`config.mk`:
```
export PLATFORM = sky130hd
export DESIGN_NAME = ucs2_compression_encoder_top
export DESIGN_NICKNAME = d
export VERILOG_FILES = /design/src/rtl/core/ucs2ce_pkg.sv /design/src/rtl/core/ucs2ce_front.sv /design/src/rtl/core/ucs2ce_fifo.sv /design/src/rtl/core/ucs2ce_back.sv /design/src/rtl/core/ucs2_compression_encoder_top.sv
export VERILOG_INCLUDE_DIRS = /design/src /design/src/rtl/core
export SDC_FILE = /design/constraint.sdc
export NUM_CORES = 1
export LEC_CHECK = 0
export BUFFER_PORTS_ARGS = -buffer_cell sky130_fd_sc_hd__buf_2
export CAP_MARGIN = 30
export CORE_AREA = 2 2 140 142
export CTS_CLUSTER_DIAMETER = 100
export DETAILED_ROUTE_END_ITERATION = 6
export DIE_AREA = 0 0 142 144
export GPL_TIMING_DRIVEN = 1
export RECOVER_POWER = 25
export SLEW_MARGIN = 20
export SYNTH_ARGS = -nofsm -noshare
export SYNTH_HDL_FRONTEND = slang
export SYNTH_HIERARCHICAL = 1
export SYNTH_SLANG_ARGS = --single-unit
```
`constraint.sdc`:
```
create_clock -name clk -period 7.7 [get_ports clk]
set_clock_uncertainty 0.2 [all_clocks]
set_input_delay 1.54 -clock clk [delete_from_list [all_inputs] [get_ports clk]]
set_output_delay 1.54 -clock clk [all_outputs]
set_load 0.01 [all_outputs]
```
`src/rtl/core/ucs2_compression_encoder_top_assert.svh`:
```
// Assertion macros used by the encoder RTL.
// Depends on a clock named clk and a reset named rst in the including module.
`ifndef UCS2_COMPRESSION_ENCODER_TOP_ASSERT_SVH
`define UCS2_COMPRESSION_ENCODER_TOP_ASSERT_SVH

// Same-cycle implication, checked outside reset.
`define UCS2CE_ASSERT_NOW(label, ante, cons) \
  label: assert property (@(posedge clk) disable iff (rst) (ante) |-> (cons)) \
    else $error("encoder assertion failed");

// Next-cycle implication, checked outside reset.
`define UCS2CE_ASSERT_NEXT(label, ante, cons) \
  label: assert property (@(posedge clk) disable iff (rst) (ante) |=> (cons)) \
    else $error("encoder assertion failed");

`endif

```
`src/rtl/core/ucs2ce_pkg.sv`:
```
// Shared types and constants of the UCS-2 compression encoder.
// No dependencies.
package ucs2ce_pkg;

  // Buffer limit on code units per string.
  localparam int MAX_UNITS     = 4096;
  localparam int UNIT_W        = $clog2(MAX_UNITS + 1);
  // Worst case bytes: header plus switch, low and high byte per unit.
  localparam int BC_W          = $clog2(3 * MAX_UNITS + 3);
  localparam int LEN_W         = 14;
  localparam int MIN_SRC_BYTES = 4;
  localparam int Q_DEPTH       = 2;
  localparam int Q_PTR_W       = $clog2(Q_DEPTH);
  localparam int Q_CNT_W       = $clog2(Q_DEPTH + 1);

  localparam logic [7:0] HDR0_BYTE   = 8'hFF;
  localparam logic [7:0] HDR1_BYTE   = 8'hFE;
  localparam logic [7:0] SWITCH_BYTE = 8'h00;

  // Bit positions of the byte plan, in sending order.
  localparam int MB_HDR0 = 0;
  localparam int MB_HDR1 = 1;
  localparam int MB_SW   = 2;
  localparam int MB_LO   = 3;
  localparam int MB_HI   = 4;
  localparam int MB_N    = 5;

  typedef logic [MB_N-1:0] mask_t;

  typedef struct packed {
    logic [15:0] code_unit;
    logic        last_unit;
  } unit_t;

  typedef struct packed {
    logic [7:0]       out_byte;
    logic             byte_valid;
    logic             run_end;
    logic             string_end;
    logic             compressed_ok;
    logic [LEN_W-1:0] compressed_length;
  } result_t;

  // Command from the front to the back: which bytes to send for one word.
  typedef struct packed {
    mask_t           mask;
    logic [7:0]      lo;
    logic [7:0]      hi;
    logic            last;
    logic            ok;
    logic [BC_W-1:0] base;
  } cmd_t;

endpackage

```
`src/rtl/core/ucs2ce_front.sv`:
```
// Front of the encoder: accepts code units, tracks string state, plans bytes.
// Depends on ucs2ce_pkg.
module ucs2ce_front import ucs2ce_pkg::*; (
  input  logic  clk,
  input  logic  rst,
  input  logic  unit_valid,
  output logic  unit_stall,
  input  unit_t unit,
  input  logic  q_full,
  output logic  push,
  output cmd_t  cmd
);

  logic              compressed_mode, compressed_mode_next;
  logic              failed_flag, failed_flag_next;
  logic              header_sent;
  logic [BC_W-1:0]   byte_count, byte_count_next;
  logic [UNIT_W-1:0] unit_count, unit_count_next;

  logic       accept;
  logic       take, active, need_sw, lo_zero, em_lo, em_hi;
  logic [7:0] lo, hi;
  logic [2:0] nbytes;
  logic [UNIT_W:0] units_x2;
  mask_t      mask;

  assign unit_stall = q_full;
  assign accept     = unit_valid && !q_full;
  assign lo         = unit.code_unit[7:0];
  assign hi         = unit.code_unit[15:8];

  // Classify the word against the current mode and failure state.
  always_comb begin
    take    = unit_count < UNIT_W'(MAX_UNITS);
    active  = take && !failed_flag;
    need_sw = active && ((hi != 8'h00) == compressed_mode);
    compressed_mode_next = need_sw ? !compressed_mode : compressed_mode;
    lo_zero = (lo == 8'h00);
    em_lo   = active && !lo_zero;
    em_hi   = em_lo && !compressed_mode_next;
    failed_flag_next = failed_flag || (active && lo_zero);

    mask          = '0;
    mask[MB_HDR0] = take && !header_sent;
    mask[MB_HDR1] = take && !header_sent;
    mask[MB_SW]   = need_sw;
    mask[MB_LO]   = em_lo;
    mask[MB_HI]   = em_hi;

    nbytes = 3'(mask[MB_HDR0]) + 3'(mask[MB_HDR1]) + 3'(mask[MB_SW])
           + 3'(mask[MB_LO]) + 3'(mask[MB_HI]);
    unit_count_next = unit_count + UNIT_W'(take);
    byte_count_next = byte_count + BC_W'(nbytes);
    units_x2        = {unit_count_next, 1'b0};

    cmd.mask = mask;
    cmd.lo   = lo;
    cmd.hi   = hi;
    cmd.last = unit.last_unit;
    cmd.base = byte_count;
    cmd.ok   = !failed_flag_next
               && (units_x2 > (UNIT_W + 1)'(MIN_SRC_BYTES))
               && (byte_count_next < BC_W'(units_x2));
  end

  // Words with nothing to send and no string end leave no command.
  assign push = accept && ((mask != '0) || unit.last_unit);

  // String state; the final word returns everything to the start.
  always_ff @(posedge clk) begin
    if (rst) begin
      compressed_mode <= 1'b1;
      failed_flag     <= 1'b0;
      header_sent     <= 1'b0;
      byte_count      <= '0;
      unit_count      <= '0;
    end else if (accept) begin
      if (unit.last_unit) begin
        compressed_mode <= 1'b1;
        failed_flag     <= 1'b0;
        header_sent     <= 1'b0;
        byte_count      <= '0;
        unit_count      <= '0;
      end else begin
        compressed_mode <= compressed_mode_next;
        failed_flag     <= failed_flag_next;
        header_sent     <= header_sent || take;
        byte_count      <= byte_count_next;
        unit_count      <= unit_count_next;
      end
    end
  end

endmodule

```
`src/rtl/core/ucs2ce_fifo.sv`:
```
// Short command queue between the encoder front and back.
// Depends on ucs2ce_pkg.
module ucs2ce_fifo import ucs2ce_pkg::*; (
  input  logic clk,
  input  logic rst,
  input  logic push,
  input  cmd_t push_data,
  output logic full,
  input  logic pop,
  output logic q_valid,
  output cmd_t q_data
);

  cmd_t               entries [Q_DEPTH];
  logic [Q_PTR_W-1:0] wr_ptr, rd_ptr;
  logic [Q_CNT_W-1:0] count;

  assign full    = (count == Q_CNT_W'(Q_DEPTH));
  assign q_valid = (count != '0);
  assign q_data  = entries[rd_ptr];

  // Pointer wrap for any depth.
  function automatic logic [Q_PTR_W-1:0] bump(input logic [Q_PTR_W-1:0] p);
    if (p == Q_PTR_W'(Q_DEPTH - 1)) begin
      return '0;
    end
    return p + Q_PTR_W'(1);
  endfunction

  // Pointers and fill count.
  always_ff @(posedge clk) begin
    if (rst) begin
      wr_ptr <= '0;
      rd_ptr <= '0;
      count  <= '0;
    end else begin
      if (push) begin
        wr_ptr <= bump(wr_ptr);
      end
      if (pop) begin
        rd_ptr <= bump(rd_ptr);
      end
      count <= count + Q_CNT_W'(push) - Q_CNT_W'(pop);
    end
  end

  // Entry storage.
  always_ff @(posedge clk) begin
    if (push) begin
      entries[wr_ptr] <= push_data;
    end
  end

endmodule

```
`src/rtl/core/ucs2ce_back.sv`:
```
// Encoder back: expands commands to result words, one per cycle unless stalled.
// Depends on ucs2ce_pkg and ucs2_compression_encoder_top_assert.svh.
`include "ucs2_compression_encoder_top_assert.svh"
module ucs2ce_back import ucs2ce_pkg::*; (
  input  logic    clk,
  input  logic    rst,
  input  logic    q_valid,
  input  cmd_t    q_data,
  output logic    pop,
  output logic    result_valid,
  input  logic    result_stall,
  output result_t result
);

  logic            wvalid;
  cmd_t            wcmd;
  mask_t           wmask, rem, sel;
  logic [BC_W-1:0] wlen, len_inc;
  logic            out_load, done;
  result_t         res;

  // Pick the next byte of the plan and build its result word.
  always_comb begin
    sel          = '0;
    res.out_byte = 8'h00;
    if (wmask[MB_HDR0]) begin
      sel[MB_HDR0] = 1'b1;
      res.out_byte = HDR0_BYTE;
    end else if (wmask[MB_HDR1]) begin
      sel[MB_HDR1] = 1'b1;
      res.out_byte = HDR1_BYTE;
    end else if (wmask[MB_SW]) begin
      sel[MB_SW]   = 1'b1;
      res.out_byte = SWITCH_BYTE;
    end else if (wmask[MB_LO]) begin
      sel[MB_LO]   = 1'b1;
      res.out_byte = wcmd.lo;
    end else if (wmask[MB_HI]) begin
      sel[MB_HI]   = 1'b1;
      res.out_byte = wcmd.hi;
    end
    rem     = wmask & ~sel;
    len_inc = wlen + BC_W'(1);
    // A command with no bytes is a status-only word at the string end.
    done               = (rem == '0);
    res.byte_valid     = (wmask != '0);
    res.run_end        = done;
    res.string_end     = done && wcmd.last;
    res.compressed_ok  = done && wcmd.last && wcmd.ok;
    res.compressed_length = res.byte_valid ? LEN_W'(len_inc) : LEN_W'(wlen);
  end

  assign out_load = wvalid && (!result_valid || !result_stall);
  assign pop      = q_valid && (!wvalid || (out_load && done));

  // Working command register.
  always_ff @(posedge clk) begin
    if (rst) begin
      wvalid <= 1'b0;
    end else if (pop) begin
      wvalid <= 1'b1;
    end else if (out_load && done) begin
      wvalid <= 1'b0;
    end
  end

  always_ff @(posedge clk) begin
    if (pop) begin
      wcmd  <= q_data;
      wmask <= q_data.mask;
      wlen  <= q_data.base;
    end else if (out_load) begin
      wmask <= rem;
      wlen  <= len_inc;
    end
  end

  // Output register parts the back from the consumer.
  always_ff @(posedge clk) begin
    if (rst) begin
      result_valid <= 1'b0;
    end else if (out_load) begin
      result_valid <= 1'b1;
    end else if (!result_stall) begin
      result_valid <= 1'b0;
    end
  end

  always_ff @(posedge clk) begin
    if (out_load) begin
      result <= res;
    end
  end

  // A status-only word closes both the run and the string.
  `UCS2CE_ASSERT_NOW(a_status_ends, out_load && !res.byte_valid, res.run_end && res.string_end)
  // The keep flag only shows on the string's final word.
  `UCS2CE_ASSERT_NOW(a_ok_at_end, out_load && res.compressed_ok, res.string_end && res.run_end)
  // A pop always fills the working register for the next cycle.
  `UCS2CE_ASSERT_NEXT(a_pop_fills, pop, wvalid)

endmodule

```
`src/rtl/core/ucs2_compression_encoder_top.sv`:
```
// Top level of the UCS-2 compression encoder.
// Depends on ucs2ce_pkg, ucs2ce_front, ucs2ce_fifo and ucs2ce_back.

// The encoder takes one UCS-2 code unit word per cycle while its two-entry
// command queue has room, and sends one result word per cycle while the
// consumer does not stall. A unit that causes k results (one to five: header,
// mode switch, low and high byte, or a single status word at the end of a
// string) holds the back until all k are sent, one at a time through the
// single result port of the back. Units that cause no result leave no
// command in the queue. The result register holds a finished word steady
// while the consumer stalls; the back waits with it, and the input stalls
// once the command queue is full.
module ucs2_compression_encoder_top import ucs2ce_pkg::*; (
  input  logic    clk,
  input  logic    rst,
  input  logic    unit_valid,
  output logic    unit_stall,
  input  unit_t   unit,
  output logic    result_valid,
  input  logic    result_stall,
  output result_t result
);

  logic push, full, pop, q_valid;
  cmd_t push_data, q_data;

  // Front: classification and string state.
  ucs2ce_front u_front (
    .clk        (clk),
    .rst        (rst),
    .unit_valid (unit_valid),
    .unit_stall (unit_stall),
    .unit       (unit),
    .q_full     (full),
    .push       (push),
    .cmd        (push_data)
  );

  // Queue between front and back.
  ucs2ce_fifo u_fifo (
    .clk       (clk),
    .rst       (rst),
    .push      (push),
    .push_data (push_data),
    .full      (full),
    .pop       (pop),
    .q_valid   (q_valid),
    .q_data    (q_data)
  );

  // Back: byte expansion and result register.
  ucs2ce_back u_back (
    .clk          (clk),
    .rst          (rst),
    .q_valid      (q_valid),
    .q_data       (q_data),
    .pop          (pop),
    .result_valid (result_valid),
    .result_stall (result_stall),
    .result       (result)
  );

endmodule
```
* Yosys cells after proc, flatten, opt, wreduce, memory -nomap -nowiden
Memory sizes are Yosys's and may differ from the RTL's. A register that Yosys moved wholly into a read port is not among the register bits.
Index checks and enable logic that the tools add are counted.
** Word-level totals
- Memory bits (read-only) :: 0
- Output and inout port bits :: 28
- Memories :: 1
- Bits in registers :: 99
- Bits in latches :: 0
- Memory bits (writable) :: 74
- Word-level logic and storage cells :: 124
** Cells by class
- Shift operators :: 0
- Add/subtract/negate cells :: 11
- Divide/modulo/power cells :: 0
- Reductions and logical operators :: 39
- $lt $le $gt $ge :: 3
- $mul :: 0
- Mux-type cells :: 42
- Eq/ne operators :: 3
- Bitwise gates (word level) :: 2
** Memory list
- u_fifo.entries :: depth 2, bits a word 37, read ports 1, clocked after memory_dff 1, wr ports 1, RTL line ucs2ce_fifo.sv:14 : cmd_t entries [Q_DEPTH];
** Operator list (number)
- $mux W14 :: 4
- $mux W1 :: 29
- $mux W8 :: 3
- $logic_and A1 B1 Y1 :: 15
- $add A14 B1 Y14 const B :: 1
- $add A14 B3 Y14 :: 1
- $gt A14 B3 Y1 const B :: 1
- $lt A14 B14 Y1 :: 1
- $add A13 B1 Y13 :: 1
- $lt A13 B13 Y1 const B :: 1
- $mux W13 :: 1
- $logic_not A1 Y1 :: 10
- $mux W5 :: 2
- $reduce_bool A5 Y1 :: 2
- $add A3 B1 Y3 :: 3
- $logic_not A8 Y1 :: 1
- $reduce_bool A8 Y1 :: 1
- $reduce_bool A2 Y1 :: 3
- $and A5 B5 Y5 :: 1
- $logic_not A5 Y1 :: 1
- $logic_or A1 B1 Y1 :: 5
- $not A5 Y5 :: 1
- $mux W4 :: 1
- $mux W3 :: 1
- 9 further kinds :: 10

* Depth between registers and ports, before layout
- Word-level depth :: 16
- Mapped depth :: 17
- Mapped depth without buffers :: 17

* Hierarchy
Netlist, hierarchy kept.
** By module, submodules not included
- ucs2ce_fifo :: cells each 136, instances 1, area an instance 3041.7 um2, sequential area each 2322.2 um2
- ucs2ce_back :: cells each 207, instances 1, area an instance 2961.6 um2, sequential area each 1931.9 um2
- ucs2ce_front :: cells each 301, instances 1, area an instance 2414.8 um2, sequential area each 600.6 um2

* Least setup slack after synthesis
Ideal clock, no wire load.
- Kind :: input port to flip-flop
- Start :: input port unit[14] (netlist name)
- End :: memory u_fifo/entries[0][14] (netlist name) (data pin)
- Required time :: 7.223 ns
- Setup time :: 0.277 ns
- Setup slack :: 2.013 ns
- Stages :: 16
- Arrival :: 5.210 ns
- Path buffers :: 0
- Cell sequence :: or4_1 -> nor2_2 -> xnor2_1 -> nor3_2 -> fa_1 -> ha_1 -> inv_1 -> fa_1 -> nor2b_1 -> o211ai_1 -> o21a_1 -> or2_2 -> ha_1 -> nand4_1 -> a2111oi_0 -> a211oi_1
** RTL lines
- from (decl) :: RTL line ucs2_compression_encoder_top.sv:18 : input unit_t unit,
- to (decl) :: RTL line ucs2ce_fifo.sv:14

==> metrics.csv <==
metric;value;unit
proportion of layout cells with a drive suffix above 1;17.3;%
GP Congestion;0.861;
CP required;7730;ps
crit start category;primary input;
P_leak;3.26;nW
CTS tree;built;
dpl cell area;8670;um^2
post-synthesis sequential area ratio;57.7;%
Ys Warns;6;
initial antenna violation count;0;
worst hold slack;306;ps
H-Tree Level Count;4;
final setup vio count;0;
Post-Syn Area;8420;um^2
drt first pass iters;5;
Critical Path Start;unit[14];
CTS Buf Count;17;
fin area;9180;um^2
largest net degree at the start of global routing;41;
most frequent cells in the layout;137 x edfxtp_1, 42 x nor2_1, 38 x xnor2_1;
PwrDens;354;nW/um^2
Critical Path End Type;flip-flop;
RSZ-0062 raised after global routing;false;
fillers;1675;
clock tree buffer depth;2;
drt drc;0;
post-CTS resize count;0;
vias in the first global route;4613;
antenna viol nets, final;0;
status;finished, violations left;
CTS sink cnt;174;
commonest non-fill, non-tap cell in the layout;edfxtp_1;
P&R area growth vs syn;9.08;%
Max rail drop VDD;0.211;mV
global-route wire length before repair;23900;um
synthesis-stage register bit count;174;
CP max FO;5;
Final period util;75.0;%
Max Slew Vio Count;38;
Die Area;20400;um^2
clk_lat worst skew;420;ps
Netlist cell types;66;
Avg Inst Size Synth;13.1;um^2
DR WL/cell;16.5;um
worst endpoint data arrival time;5800;ps
GR Util All Layers;15.0;%
Ports;49;
Mapped Cells;644;
Fmax;173;MHz
Setup Crit Path Kind;in2reg;
max_slew headroom;-66.0;%
die width;142;um
Post-synth ARST share;0;%
Pwr Total;3.25;mW
root buf cell;clkbuf_16;
failing checks;capacitance limit, slew limit;
clock input transition at the sequential cells of the worst setup and hold paths;60;ps
min setup slack post-route;1930;ps
Post-CTS Setup Bufs;0;
DP HPWL;10300;um
vias;4887;
nets@finish;706;
Die Y;144;um
worst flop-to-flop path startpoint;u_front/unit_count[12];
initial DRC count;341;
endpoints failing hold;0;
grt total ovfl;0;
crit path time final;5770;ps
max-cap violations;1;
row cnt;51;
WL final;15000;um
Starting Density;44.1;%
Buffers on Ports;48;
Top FF cell, synth;edfxtp_1;
syn nets;688;
Hold WC Path Type;reg2reg;
hold_buf cts;0;
drt via density;5.35;
Slew @ Worst Pin;2490;ps
EDFF count, synth;137;
Hold Startpoint;u_front/unit_count[0];
core area;19100;um^2
setup_tns;0;ps
n_diodes;0;
Place WS;1530;ps
worst max-delay path, stage by stage:
cell and delay [ps]:
clkbuf_1 100, or4_1 570, nor2_2 210, xnor2_1 160
nor3_2 90, fa_1 520, ha_1 160, inv_1 50
fa_1 400, nor2b_1 320, o211ai_1 150, o21a_1 200
or2_2 300, ha_1 310, a21o_1 160, a21oi_1 200
o211ai_1 130, a211oi_1 240
state kept, by name, indices dropped and copies added (netlist names), 2 cells and up, named ones only:
register	count
u_back/result	26
u_fifo/entries	74
u_back/wlen	14
u_fifo/count	2
u_front/unit_count	13
u_back/wmask	5
u_front/byte_count	14
u_back/wcmd	18
worst paths after layout:
check,end,slack [ps],depth (start not counted)
worst max-delay path,u_fifo/entries[1][14],1930,18
worst min-delay path,u_front/unit_count[0],310,2
worst max register to register,u_fifo/entries[1][14],3420,14
worst min register to register,u_front/unit_count[0],310,2
kinds of logic after synthesis:
kind of cell    synth area share (%)
fa+ha+maj                       3.60
flops                           57.7
xor+xnor                        5.68
mux                             9.20
simple gates                    10.4
compound gates                  8.04
buf+inv                         5.45
final cells by class:
cell class / instances / area [um^2] / area share [%]
tap: 238 / 298 / 3.24
clock inverter: 10 / 111 / 1.21
multi-input combinational: 396 / 3070 / 33.4
clock buffer: 22 / 474 / 5.16
inverter: 18 / 67.6 / 0.736
sequential: 174 / 4860 / 52.9
timing repair buffer: 55 / 309 / 3.37
per-layer routing:
layer | track usage [%] | vias to the layer above | wire length [um]
met4 | 5.11 | 0 | 169
li1 | - | 2400 | -
met1 | 21.2 | 2356 | 7450
met5 | 0 | - | 0
met2 | 23.3 | 118 | 6810
met3 | 3.11 | 13 | 596
cells in the mapped netlist (2+ instances only):
library cell  number  share of area (%)
a211oi_1           4               0.36
a21o_1             6               0.54
a21oi_1           24                1.4
a22oi_1           17                1.5
a2bb2oi_1          2               0.21
a311oi_1           2               0.21
a31oi_1            4               0.30
a32o_1             2               0.24
and2_1             5               0.37
and3_1             7               0.52
and4_1             2               0.21
buf_12             3               0.71
buf_2             10               0.59
buf_4             22                2.0
buf_6              5               0.67
clkbuf_1          16               0.71
dfxtp_1           37                8.8
edfxtp_1         137                 49
fa_1               2               0.48
ha_1              21                3.1
inv_1             18               0.80
mux2_1             3               0.40
mux2_2             8                1.1
mux2_4            40                7.1
mux2i_1            5               0.59
nand2_1           26                1.2
nand2b_1           4               0.30
nand3_1            8               0.48
nand4_1           11               0.82
nor2_1            42                1.9
nor2b_1            8               0.59
nor3_1            15               0.89
nor3_2             2               0.24
nor4_1             7               0.52
o211ai_1           6               0.54
o21a_1             2               0.18
o21ai_0           24                1.4
or2_2              3               0.22
or3_1              3               0.22
or4_1              5               0.45
xnor2_1           38                4.0
xor2_1            14                1.5
power breakdown:
group | internal, mW | switching (mW) | total [mW]
Clock | 0.503 | 0.345 | 0.848
Combinational | 0.420 | 0.464 | 0.885
Sequential | 1.36 | 0.162 | 1.52
Total | 2.28 | 0.971 | 3.25
metrics by stage:
step | cells | utilization [%]
2_1_floorplan | 644 | -
6_report | 913 | 48.1
4_1_cts | 913 | 48.5
3_3_place_gp | 879 | 45.2
3_5_place_dp | 881 | 45.5
5_1_grt | 913 | 48.1
Note: power is estimated with default switching activity, not from simulation.
